$ cat src/rtl/assert_macros.svh
// ----------------------------------------------------------------------------
// Assertion macros
// Shared concurrent assertion forms, clocked on clk_i and held off in reset.
// ----------------------------------------------------------------------------
`ifndef ASSERT_MACROS_SVH
`define ASSERT_MACROS_SVH

// Property that must hold at every clock edge outside reset.
`define ASSERT_AT(lbl, prop, msg) \
  lbl: assert property (@(posedge clk_i) disable iff (!rst_ni) (prop)) else $error(msg);

// Condition that must never be seen outside reset.
`define ASSERT_NEVER(lbl, cond, msg) \
  lbl: assert property (@(posedge clk_i) disable iff (!rst_ni) !(cond)) else $error(msg);

`endif

$ cat src/rtl/urde_pkg.sv
// ----------------------------------------------------------------------------
// urde_pkg
// Codes, constants, types and the CRC-8 step of the datagram engine.
// ----------------------------------------------------------------------------
package urde_pkg;

  localparam logic [1:0] CMD_WRITE = 2'd0;
  localparam logic [1:0] CMD_READ  = 2'd1;
  localparam logic [1:0] CMD_RX    = 2'd2;
  localparam logic [1:0] CMD_TICK  = 2'd3;

  localparam logic [1:0] STATUS_OK      = 2'd0;
  localparam logic [1:0] STATUS_CRC_ERR = 2'd1;
  localparam logic [1:0] STATUS_TIMEOUT = 2'd2;

  localparam logic KIND_TX     = 1'b0;
  localparam logic KIND_REPORT = 1'b1;

  localparam logic CFG_NODE_ADDR = 1'b0;
  localparam logic CFG_TIMEOUT   = 1'b1;

  localparam logic [7:0] SYNC_BYTE = 8'h05;
  localparam logic [7:0] CRC_POLY  = 8'h07;

  localparam logic [3:0] WRITE_LEN  = 4'd8;
  localparam logic [3:0] READ_LEN   = 4'd4;
  localparam logic [3:0] REPORT_LEN = 4'd1;

  // One burst of results handed from the receive tracker to the output queue.
  // The payload bytes stand MSB first; the CRC byte is not included.
  typedef struct packed {
    logic        en;
    logic        kind;
    logic [3:0]  count;
    logic [55:0] bytes;
    logic [31:0] data;
    logic [1:0]  status;
  } load_t;

  // CRC-8, polynomial 0x07, data bits taken LSB first.
  function automatic logic [7:0] crc8_byte(input logic [7:0] crc_in, input logic [7:0] data);
    logic [7:0] crc;
    logic       fb;
    crc = crc_in;
    for (int i = 0; i < 8; i++) begin
      fb  = crc[7] ^ data[i];
      crc = {crc[6:0], 1'b0};
      if (fb) begin
        crc = crc ^ CRC_POLY;
      end
    end
    return crc;
  endfunction

endpackage

$ cat src/rtl/urde_rx_tracker.sv
// ----------------------------------------------------------------------------
// urde_rx_tracker
// Command decode and read-transaction tracking: echo, reply and timeout.
// ----------------------------------------------------------------------------
module urde_rx_tracker (
  input  logic               clk_i,
  input  logic               rst_ni,
  input  logic               accept_i,
  input  logic [1:0]         command_i,
  input  logic [6:0]         reg_addr_i,
  input  logic [31:0]        write_data_i,
  input  logic [7:0]         rx_byte_i,
  input  logic [7:0]         node_address_i,
  input  logic [15:0]        timeout_ticks_i,
  output urde_pkg::load_t    load_o
);

  localparam logic [1:0] PH_IDLE  = 2'd0;
  localparam logic [1:0] PH_ECHO  = 2'd1;
  localparam logic [1:0] PH_REPLY = 2'd2;

  localparam logic [2:0] ECHO_LAST  = 3'd3;
  localparam logic [2:0] REPLY_LAST = 3'd7;
  localparam logic [2:0] DATA_FIRST = 3'd3;

  localparam logic [1:0] CMD_WRITE_SEL = urde_pkg::CMD_WRITE;
  localparam logic [1:0] CMD_READ_SEL  = urde_pkg::CMD_READ;
  localparam logic [1:0] CMD_RX_SEL    = urde_pkg::CMD_RX;
  localparam logic [1:0] CMD_TICK_SEL  = urde_pkg::CMD_TICK;

  logic [1:0]  phase_q, phase_d;
  logic [2:0]  count_q, count_d;
  logic [7:0]  crc_q, crc_d;
  logic [31:0] value_q, value_d;
  logic [15:0] timer_q, timer_d;
  logic [15:0] timer_inc;
  logic        in_read;

  assign timer_inc = timer_q + 16'd1;
  assign in_read   = (phase_q == PH_ECHO) || (phase_q == PH_REPLY);

  always_comb begin
    phase_d = phase_q;
    count_d = count_q;
    crc_d   = crc_q;
    value_d = value_q;
    timer_d = timer_q;
    load_o  = '0;
    unique case (command_i)
      CMD_WRITE_SEL: begin
        phase_d      = PH_IDLE;
        count_d      = '0;
        crc_d        = '0;
        value_d      = '0;
        timer_d      = '0;
        load_o.en    = 1'b1;
        load_o.kind  = urde_pkg::KIND_TX;
        load_o.count = urde_pkg::WRITE_LEN;
        load_o.bytes = {urde_pkg::SYNC_BYTE, node_address_i, 1'b1, reg_addr_i, write_data_i};
      end
      CMD_READ_SEL: begin
        phase_d      = PH_ECHO;
        count_d      = '0;
        crc_d        = '0;
        value_d      = '0;
        timer_d      = '0;
        load_o.en    = 1'b1;
        load_o.kind  = urde_pkg::KIND_TX;
        load_o.count = urde_pkg::READ_LEN;
        load_o.bytes = {urde_pkg::SYNC_BYTE, node_address_i, 1'b0, reg_addr_i, 32'h0};
      end
      CMD_RX_SEL: begin
        if (phase_q == PH_ECHO) begin
          if (count_q == ECHO_LAST) begin
            // Fourth echoed byte: the reply phase starts with a fresh timer.
            phase_d = PH_REPLY;
            count_d = '0;
            crc_d   = '0;
            value_d = '0;
            timer_d = '0;
          end else begin
            count_d = count_q + 3'd1;
          end
        end else if (phase_q == PH_REPLY) begin
          if (count_q != REPLY_LAST) begin
            crc_d = urde_pkg::crc8_byte(crc_q, rx_byte_i);
            if (count_q >= DATA_FIRST) begin
              value_d = {value_q[23:0], rx_byte_i};
            end
            count_d = count_q + 3'd1;
          end else begin
            load_o.en    = 1'b1;
            load_o.kind  = urde_pkg::KIND_REPORT;
            load_o.count = urde_pkg::REPORT_LEN;
            if (rx_byte_i == crc_q) begin
              load_o.data   = value_q;
              load_o.status = urde_pkg::STATUS_OK;
            end else begin
              load_o.status = urde_pkg::STATUS_CRC_ERR;
            end
            phase_d = PH_IDLE;
            count_d = '0;
            crc_d   = '0;
            value_d = '0;
            timer_d = '0;
          end
        end
      end
      CMD_TICK_SEL: begin
        if (in_read) begin
          // A zero limit behaves as a limit of one; wrap to zero also expires.
          if ((timer_inc >= timeout_ticks_i) || (timer_inc == 16'd0)) begin
            load_o.en     = 1'b1;
            load_o.kind   = urde_pkg::KIND_REPORT;
            load_o.count  = urde_pkg::REPORT_LEN;
            load_o.status = urde_pkg::STATUS_TIMEOUT;
            phase_d = PH_IDLE;
            count_d = '0;
            crc_d   = '0;
            value_d = '0;
            timer_d = '0;
          end else begin
            timer_d = timer_inc;
          end
        end
      end
      default: begin
      end
    endcase
  end

  always_ff @(posedge clk_i or negedge rst_ni) begin
    if (!rst_ni) begin
      phase_q <= PH_IDLE;
      count_q <= '0;
      crc_q   <= '0;
      value_q <= '0;
      timer_q <= '0;
    end else if (accept_i) begin
      phase_q <= phase_d;
      count_q <= count_d;
      crc_q   <= crc_d;
      value_q <= value_d;
      timer_q <= timer_d;
    end
  end

endmodule

$ cat src/rtl/urde_tx_queue.sv
// ----------------------------------------------------------------------------
// urde_tx_queue
// Output register that plays out one burst of results, appending the CRC-8 to transmit bursts.
// ----------------------------------------------------------------------------
module urde_tx_queue (
  input  logic               clk_i,
  input  logic               rst_ni,
  input  urde_pkg::load_t    load_i,
  output logic               can_load_o,
  output logic               out_valid_o,
  input  logic               out_ready_i,
  output logic               kind_o,
  output logic [7:0]         tx_byte_o,
  output logic               last_o,
  output logic [31:0]        read_data_o,
  output logic [1:0]         status_o
);

  logic [3:0]  rem_q;
  logic        kind_q;
  logic [55:0] bytes_q;
  logic [7:0]  crc_q;
  logic [31:0] data_q;
  logic [1:0]  status_q;
  logic        take;
  logic        final_one;

  assign final_one   = (rem_q == 4'd1);
  assign out_valid_o = (rem_q != 4'd0);
  assign take        = out_valid_o && out_ready_i;
  assign can_load_o  = !out_valid_o || (take && final_one);

  assign kind_o      = kind_q;
  assign last_o      = (kind_q == urde_pkg::KIND_TX) && final_one;
  assign tx_byte_o   = (kind_q == urde_pkg::KIND_REPORT) ? 8'h00 :
                       (final_one ? crc_q : bytes_q[55:48]);
  assign read_data_o = data_q;
  assign status_o    = status_q;

  always_ff @(posedge clk_i or negedge rst_ni) begin
    if (!rst_ni) begin
      rem_q <= '0;
    end else if (load_i.en) begin
      rem_q <= load_i.count;
    end else if (take) begin
      rem_q <= rem_q - 4'd1;
    end
  end

  always_ff @(posedge clk_i) begin
    if (load_i.en) begin
      kind_q   <= load_i.kind;
      bytes_q  <= load_i.bytes;
      data_q   <= load_i.data;
      status_q <= load_i.status;
      crc_q    <= '0;
    end else if (take) begin
      bytes_q <= {bytes_q[47:0], 8'h00};
      crc_q   <= urde_pkg::crc8_byte(crc_q, bytes_q[55:48]);
    end
  end

endmodule

$ cat src/rtl/uart_register_datagram_engine.sv
// ----------------------------------------------------------------------------
// uart_register_datagram_engine
// Master side of a single-wire UART register protocol with CRC-8 datagrams.
// Each request on the input channel is a write command, a read command, a
// byte received from the line or a timer tick. A write produces eight
// transmit results (sync, node address, register with bit 7 set, four data
// bytes MSB first, CRC), a read produces four (sync, node address, register,
// CRC) and opens a read transaction: the four echoed bytes are dropped, the
// eight reply bytes are gathered, and one report result gives the data with
// status ok, CRC error or timeout. Received bytes and ticks outside a read
// produce nothing; a new command abandons a pending read without a report.
// Each request is decoded combinationally and its results loaded into the
// output register, which plays them out at one per cycle while the output is
// ready, and the next request is taken in the cycle the last result of the
// previous one leaves. Requests without results pass at one per cycle while
// the output is empty. Configuration (node address, timeout in ticks) is
// written through the plain write port; the user must do so only while the
// block is idle, which the block itself does not enforce.
// ----------------------------------------------------------------------------
`include "assert_macros.svh"

module uart_register_datagram_engine (
  input  logic        clk_i,
  input  logic        rst_ni,
  // Configuration write port.
  input  logic        cfg_we_i,
  input  logic        cfg_index_i,
  input  logic [15:0] cfg_data_i,
  // Request channel.
  input  logic        in_valid_i,
  output logic        in_ready_o,
  input  logic [1:0]  command_i,
  input  logic [6:0]  reg_addr_i,
  input  logic [31:0] write_data_i,
  input  logic [7:0]  rx_byte_i,
  // Result channel.
  output logic        out_valid_o,
  input  logic        out_ready_i,
  output logic        kind_o,
  output logic [7:0]  tx_byte_o,
  output logic        last_o,
  output logic [31:0] read_data_o,
  output logic [1:0]  status_o
);

  logic [7:0]      node_q;
  logic [15:0]     timeout_q;
  logic            accept;
  urde_pkg::load_t load_raw;
  urde_pkg::load_t load;

  // Configuration registers; an index outside the list cannot occur with a
  // one-bit index, both codes select a register.
  always_ff @(posedge clk_i or negedge rst_ni) begin
    if (!rst_ni) begin
      node_q    <= 8'd0;
      timeout_q <= 16'd20;
    end else if (cfg_we_i) begin
      if (cfg_index_i == urde_pkg::CFG_NODE_ADDR) begin
        node_q <= cfg_data_i[7:0];
      end else begin
        timeout_q <= cfg_data_i;
      end
    end
  end

  // A request is taken whenever the output register is empty or is handing
  // over its final result in this same cycle.
  assign accept = in_valid_i && in_ready_o;

  urde_rx_tracker u_rx_tracker (
    .clk_i           (clk_i),
    .rst_ni          (rst_ni),
    .accept_i        (accept),
    .command_i       (command_i),
    .reg_addr_i      (reg_addr_i),
    .write_data_i    (write_data_i),
    .rx_byte_i       (rx_byte_i),
    .node_address_i  (node_q),
    .timeout_ticks_i (timeout_q),
    .load_o          (load_raw)
  );

  // Only a request that is actually taken may load the output register.
  always_comb begin
    load    = load_raw;
    load.en = load_raw.en && accept;
  end

  urde_tx_queue u_tx_queue (
    .clk_i       (clk_i),
    .rst_ni      (rst_ni),
    .load_i      (load),
    .can_load_o  (in_ready_o),
    .out_valid_o (out_valid_o),
    .out_ready_i (out_ready_i),
    .kind_o      (kind_o),
    .tx_byte_o   (tx_byte_o),
    .last_o      (last_o),
    .read_data_o (read_data_o),
    .status_o    (status_o)
  );

  // The end-of-datagram flag belongs to transmit results only.
  `ASSERT_NEVER(a_last_on_report, out_valid_o && last_o && (kind_o == urde_pkg::KIND_REPORT), "last set on a report")

  // A failed read never carries data, and no undefined status is reported.
  `ASSERT_AT(a_report_fields, (out_valid_o && (kind_o == urde_pkg::KIND_REPORT)) |-> ((status_o == urde_pkg::STATUS_OK) || ((read_data_o == 32'h0) && ((status_o == urde_pkg::STATUS_CRC_ERR) || (status_o == urde_pkg::STATUS_TIMEOUT)))), "bad report fields")

  // A datagram that is not finished keeps the output busy after each result.
  `ASSERT_AT(a_datagram_continues, (out_valid_o && out_ready_i && (kind_o == urde_pkg::KIND_TX) && !last_o) |=> out_valid_o, "datagram cut short")

  // While results are still queued beyond the current one, no request is taken.
  `ASSERT_AT(a_no_overrun, (out_valid_o && !last_o && (kind_o == urde_pkg::KIND_TX)) |-> !in_ready_o, "request taken while a datagram is pending")

endmodule

$ cat config.mk
export PLATFORM = sky130hd
export DESIGN_NAME = uart_register_datagram_engine
export DESIGN_NICKNAME = d
export VERILOG_FILES = /design/src/rtl/urde_pkg.sv /design/src/rtl/urde_rx_tracker.sv /design/src/rtl/urde_tx_queue.sv /design/src/rtl/uart_register_datagram_engine.sv
export VERILOG_INCLUDE_DIRS = /design/src /design/src/rtl
export SDC_FILE = /design/constraint.sdc
export NUM_CORES = 1
export LEC_CHECK = 0
export BUFFER_PORTS_ARGS = -buffer_cell sky130_fd_sc_hd__buf_2
export CAP_MARGIN = 20
export CORE_UTILIZATION = 45
export CTS_CLUSTER_SIZE = 8
export DETAILED_ROUTE_END_ITERATION = 10
export SYNTH_ARGS = -nofsm -noshare
export SYNTH_HDL_FRONTEND = slang
export SYNTH_HIERARCHICAL = 1
export SYNTH_SLANG_ARGS = --single-unit
$ cat constraint.sdc
create_clock -name clk_i -period 9.4 [get_ports clk_i]
set_clock_uncertainty 0.1 [all_clocks]
set_input_delay 1.88 -clock clk_i [delete_from_list [all_inputs] [get_ports clk_i]]
set_output_delay 1.88 -clock clk_i [all_outputs]
set_load 0.01 [all_outputs]
# Yosys cells after proc, flatten, opt, wreduce, memory -nomap -nowiden

Index checks and enable logic that the tools add are counted.

Register bits: 188
Latch bits: 0
Memory bits (writable): 0
Memory bits (read-only): 0
Input bits: 71
Logic and storage cells: 206
Memories kept: 0

Add/subtract/negate cells: 3
Multiply operators: 0
Divide/modulo/power cells: 0
Magnitude comparators: 2
Equal/unequal tests: 15
Shifts and indexed selects: 0
Multiplexer cells: 114
Bitwise operators: 37
Reductions and logical operators: 22

Operators with widths:

| cell                                                             | count |
|---|---|
| 8-bit two-way mux                                                | 50 |
| 32-bit two-way mux                                               | 7 |
| 56-bit two-way mux                                               | 2 |
| 51-bit case mux with 2 select lines                              | 1 |
| 16-bit two-way mux                                               | 6 |
| 32-bit case mux with 3 select lines                              | 1 |
| 3-bit two-way mux                                                | 22 |
| 3-bit inverter                                                   | 16 |
| 16-bit case mux with 3 select lines                              | 1 |
| 6-bit two-way mux                                                | 5 |
| 6-bit case mux with 4 select lines                               | 1 |
| 8-bit case mux with 3 select lines                               | 1 |
| 2-bit two-way mux                                                | 11 |
| 16-bit by 1-bit adder with 16-bit output (second input constant) | 1 |
| 16-bit greater-or-equal comparator                               | 1 |
| 16-bit logical NOT                                               | 1 |
| 1-bit bitwise XOR                                                | 16 |
| 6-bit AND reduction                                              | 2 |
| 5-bit AND reduction                                              | 2 |
| 3-bit case mux with 3 select lines                               | 1 |
| 8-bit equality test                                              | 1 |
| 4-bit two-way mux                                                | 2 |
| 2-bit case mux with 4 select lines                               | 1 |
| 2-bit equality test (second input constant)                      | 3 |
| other kinds (24)                                                 | 38 |

# Longest topological paths before layout

Depth after elaboration: 48
Mapped depth: 19
Gate-level depth less buffers: 16

# Hierarchy

The synthesis kept the hierarchy.

By module, submodules not included:

| module                        | times used | cells an instance | area each (µm²) | seq. area each (µm²) |
|---|---|---|---|---|
| urde_rx_tracker               | 1          | 566               | 5016.1          | 1526.5 |
| urde_tx_queue                 | 1          | 266               | 4297.9          | 2992.9 |
| uart_register_datagram_engine | 1          | 54                | 1002.2          | 603.1 |

# Worst setup path before layout

OpenSTA, ideal clock, no wires.

Path type: input -> register
Start point: in command_i[0]
End point: reg u_tx_queue.bytes_q[0] (enable)
Library setup time: 0.423 ns
Arrival time: 6.016 ns
Required time: 8.877 ns
Path slack: 2.861 ns
Cell stages on the path: 10
Path buffers: 4
Path through: inv_1 -> ha_1 -> clkbuf_1 -> nand4b_1 -> clkbuf_1 -> a41oi_1 -> and3_1 -> clkbuf_1 -> clkbuf_1 -> nand2b_1

RTL lines:

| item                 | RTL line                            | RTL |
|---|---|---|
| start, declared      | uart_register_datagram_engine.sv:32 | `input logic [1:0] command_i,` |
| end signal, assigned | urde_tx_queue.sv:53                 | `bytes_q <= load_i.bytes;` |
| end signal, assigned | urde_tx_queue.sv:58                 | `bytes_q <= {bytes_q[47:0], 8'h00};` |
| end, declared        | urde_tx_queue.sv:21                 | `logic [55:0] bytes_q;` |

==> impl_metrics.py <==
metrics = {
    "power": {
        "power_density_nw_per_um2": 261,
        "p_int_mw": 2.00,
        "p_leak_nw": 4.91,
        "ir_drop_mv": 0.140,
        "seqPwrFrac_pct": 41.5,
        "clockPowerShare_pct": 24.2,
        "switching_power_mw": 1.04,
        "netSwitchingFraction_pct": 34.3,
        "power_frac_comb_pct": 34.3,
    },
    "yosys": {
        "ys_seq_elements": 188,
        "async_flop_share_pct": 47.3,
        "synth-edff-count": 91,
        "ys_warn_count": 6,
        "yosysUniqueCellTypes": 69,
        "syn_area_per_cell_um2": 11.6,
        "ys_seq_area_share_pct": 49.7,
        "ys.flop_type": "edfxtp_1",
        "syn_inst": 886,
        "syn_area_um2": 10300,
    },
    "floorplanning": {
        "die_w_um": 153,
        "start_util_pct": 45.7,
        "dieArea_um2": 23500,
        "core_area_um2": 22600,
        "die_y_um": 153,
        "num_io_pins": 117,
        "num_rows": 55,
    },
    "finish": {
        "fin_nets": 1073,
        "layout.filler_cells": 2046,
        "syn_to_final_growth_pct": 12.9,
        "stdcell_count": 1271,
        "drive_above_1_share_pct": 28.7,
    },
    "drt": {
        "drt_wl_total_mm": 20.7,
        "via_per_inst": 5.23,
        "wl_per_cell_um": 16.2,
        "drc_errors": 0,
        "via_count": 6650,
        "ant_nets": 0,
        "drtIter0Drc": 360,
        "dr.pass1.iters": 4,
    },
    "run": {
        "cap_violations": 0,
    },
    "global_route": {
        "grt_pass1_wl_mm": 35.5,
        "grt_overflow": 0,
        "grt_pass1_vias": 6777,
        "grt_max_degree": 71,
        "grt_usage_pct": 18.9,
        "antenna_found_initial": 3,
    },
    "setup_path": {
        "cp.arrival_ns": 5.31,
        "required_ns": 9.48,
        "rr_worst_depth": 14,
        "crit_type": "reg -> reg",
        "ff2ff_setup_slack_ns": 4.17,
        "crit_path_max_fanout": 70,
        "start_kind": "flip-flop",
        "endpoint_kind": "flip-flop",
    },
    "timing": {
        "rsz0062_at_grt": "no",
        "fin_tns_setup_ns": 0,
        "setup_viol": 0,
        "slew_viol_final": 0,
        "fin_crit_sh_pct": 55.6,
        "whs_ns": 0.406,
        "fmax_ghz": 0.191,
        "finalCriticalPeriod_ns": 5.23,
        "relSlewSlack_pct": 32.0,
        "hold_violations": 0,
        "tightest_slew_ns": 1.02,
    },
    "clocking": {
        "clock-root-buffer": "clkbuf_16",
        "clock-sinks": 188,
        "htree_levels": 4,
        "cts_tree": "done",
        "cts_buffer_depth": 2,
        "holdBufCountCts": 0,
        "clk_latency_ns": 0.43,
        "numCtsBuffers": 17,
        "post_cts_buffers": 0,
        "cts_resized": 0,
        "clk_pin_slew_worst_paths_ns": 0.08,
    },
    "placed_design": {
        "routabilityCongestion": 0.774,
        "portBuffers": 116,
        "place_hpwl_mm": 13.7,
        "dp_cells": 1238,
    },
    "worst_hold_path": {
        "holdPathStages": 2,
        "min_path_type": "reg -> reg",
    },
    "run_status": {
        "status": "complete, no violations",
    },
}
-- sequential cells by signal (all words and copies together) (netlist names) --
name	count
u_rx_tracker/timer_q	16
u_tx_queue/read_data_o	32
u_rx_tracker/phase_q	2
u_tx_queue/kind_o	1
u_tx_queue/bytes_q	56
u_tx_queue/crc_q	8
u_rx_tracker/count_q	3
u_rx_tracker/crc_q	8
u_tx_queue/rem_q	4
u_tx_queue/status_o	2
node_q	8
u_rx_tracker/value_q	32
timeout_q	16
-- cell usage after synthesis (6+ instances only) --
cell	n	area share, %
o32ai_2	30	4.7
or3_1	6	0.36
nor2b_1	18	1.1
nand2b_1	12	0.73
mux2_4	20	2.9
and2_1	43	2.6
nor2_1	19	0.69
nor3_1	6	0.29
ha_1	30	3.6
nand4_1	7	0.42
clkbuf_1	36	1.3
mux2_2	57	6.2
a211oi_1	6	0.44
buf_4	19	1.4
inv_1	79	2.9
nor4_1	34	2.1
edfxtp_1	91	26
dfrtp_1	87	21
xnor2_1	38	3.2
nand3_1	24	1.2
o21ai_0	26	1.3
nand2_1	66	2.4
a21oi_1	25	1.2
xor2_1	17	1.4
o32ai_1	7	0.59
dfxtp_1	8	1.6
-- routing by layer --
metal	global-route usage (%)	share of wire, %	up-vias
li1	-	-	3298
met1	25.5	48	3201
met2	30.6	47	135
met3	4.22	4.0	14
met4	5.24	1.1	2
met5	0	0.039	-
-- worst paths after layout --
| path | endpoint | from |
|---|---|---|
| setup / recovery | u_tx_queue/bytes_q[53] | u_rx_tracker/timer_q[2] |
| hold / removal | u_rx_tracker/value_q[24] | u_rx_tracker/value_q[24] |
| setup reg to reg | u_tx_queue/bytes_q[53] | u_rx_tracker/timer_q[2] |
| hold reg to reg | u_rx_tracker/value_q[24] | u_rx_tracker/value_q[24] |
| max in group asynchronous | u_rx_tracker/timer_q[1] | rst_ni |
| min in group asynchronous | timeout_q[14] | rst_ni |
-- worst max-delay path: stages (launching register included) --
cell	delay, ns
dfrtp_1	0.53
and4_1	0.25
nand4_1	0.30
nor2_1	0.31
and3_1	0.21
xor2_1	0.09
ha_1	0.30
nand4_1	0.10
o311a_1	0.41
nor2_1	0.11
o21ai_0	0.21
a41oi_1	0.28
and3_4	0.56
buf_4	0.74
mux2_2	0.42
-- layout make-up --
class | count | area (um^2) | share of cell area (%)
flip-flops and latches | 188 | 5120 | 44.0
multi-input cells | 559 | 4580 | 39.4
repair buffers | 127 | 666 | 5.72
clock buffers | 17 | 425 | 3.65
well taps | 285 | 357 | 3.06
inverters | 79 | 297 | 2.55
clock inverters | 15 | 190 | 1.63
diodes | 1 | 2.50 | 0.0215
-- placed cells by master, fill, tap and decap left out, drive strengths merged, types with 19 or more instances in the layout --
cell and instances:
buf 127, nand3 24, nand2 67, a21oi 27, nor2 19, o21ai 27
nor4 34, inv 87, and2 43, dfrtp 87, xnor2 41, edfxtp 91
mux2 78, o32ai 37, ha 30
-- cells by family after synthesis --
logic type	synth area share, %
AND/OR/NAND/NOR	13.6
flip-flops	49.7
buffers and inverters	6.34
AO/OA/AOI/OAI	10.5
multiplexers	9.63
XOR/XNOR	6.57
adder cells (fa/ha/maj)	3.64
other	0.0364
-- through the flow --
step	setup slack (ns)	cell area, um^2	power (mW)	utilization (%)
final	4.17	11600	3.04	51.6
after global routing	3.83	11600	3.25	51.6
after CTS	4.12	11600	3.08	51.6
after detailed placement	3.92	11000	2.33	48.8
after global placement	3.93	11000	2.31	48.8
after floorplan	2.86	10300	2.10	-
-- power groups by stage --
stage	clock network, mW	registers [mW]	logic, mW
floorplan	0	1.24	0.865
global placement	0	1.28	1.03
detailed placement	0	1.28	1.05
CTS	0.756	1.27	1.06
global route	0.791	1.29	1.17
finish	0.737	1.26	1.04
Power figures use the tool's default switching activity.
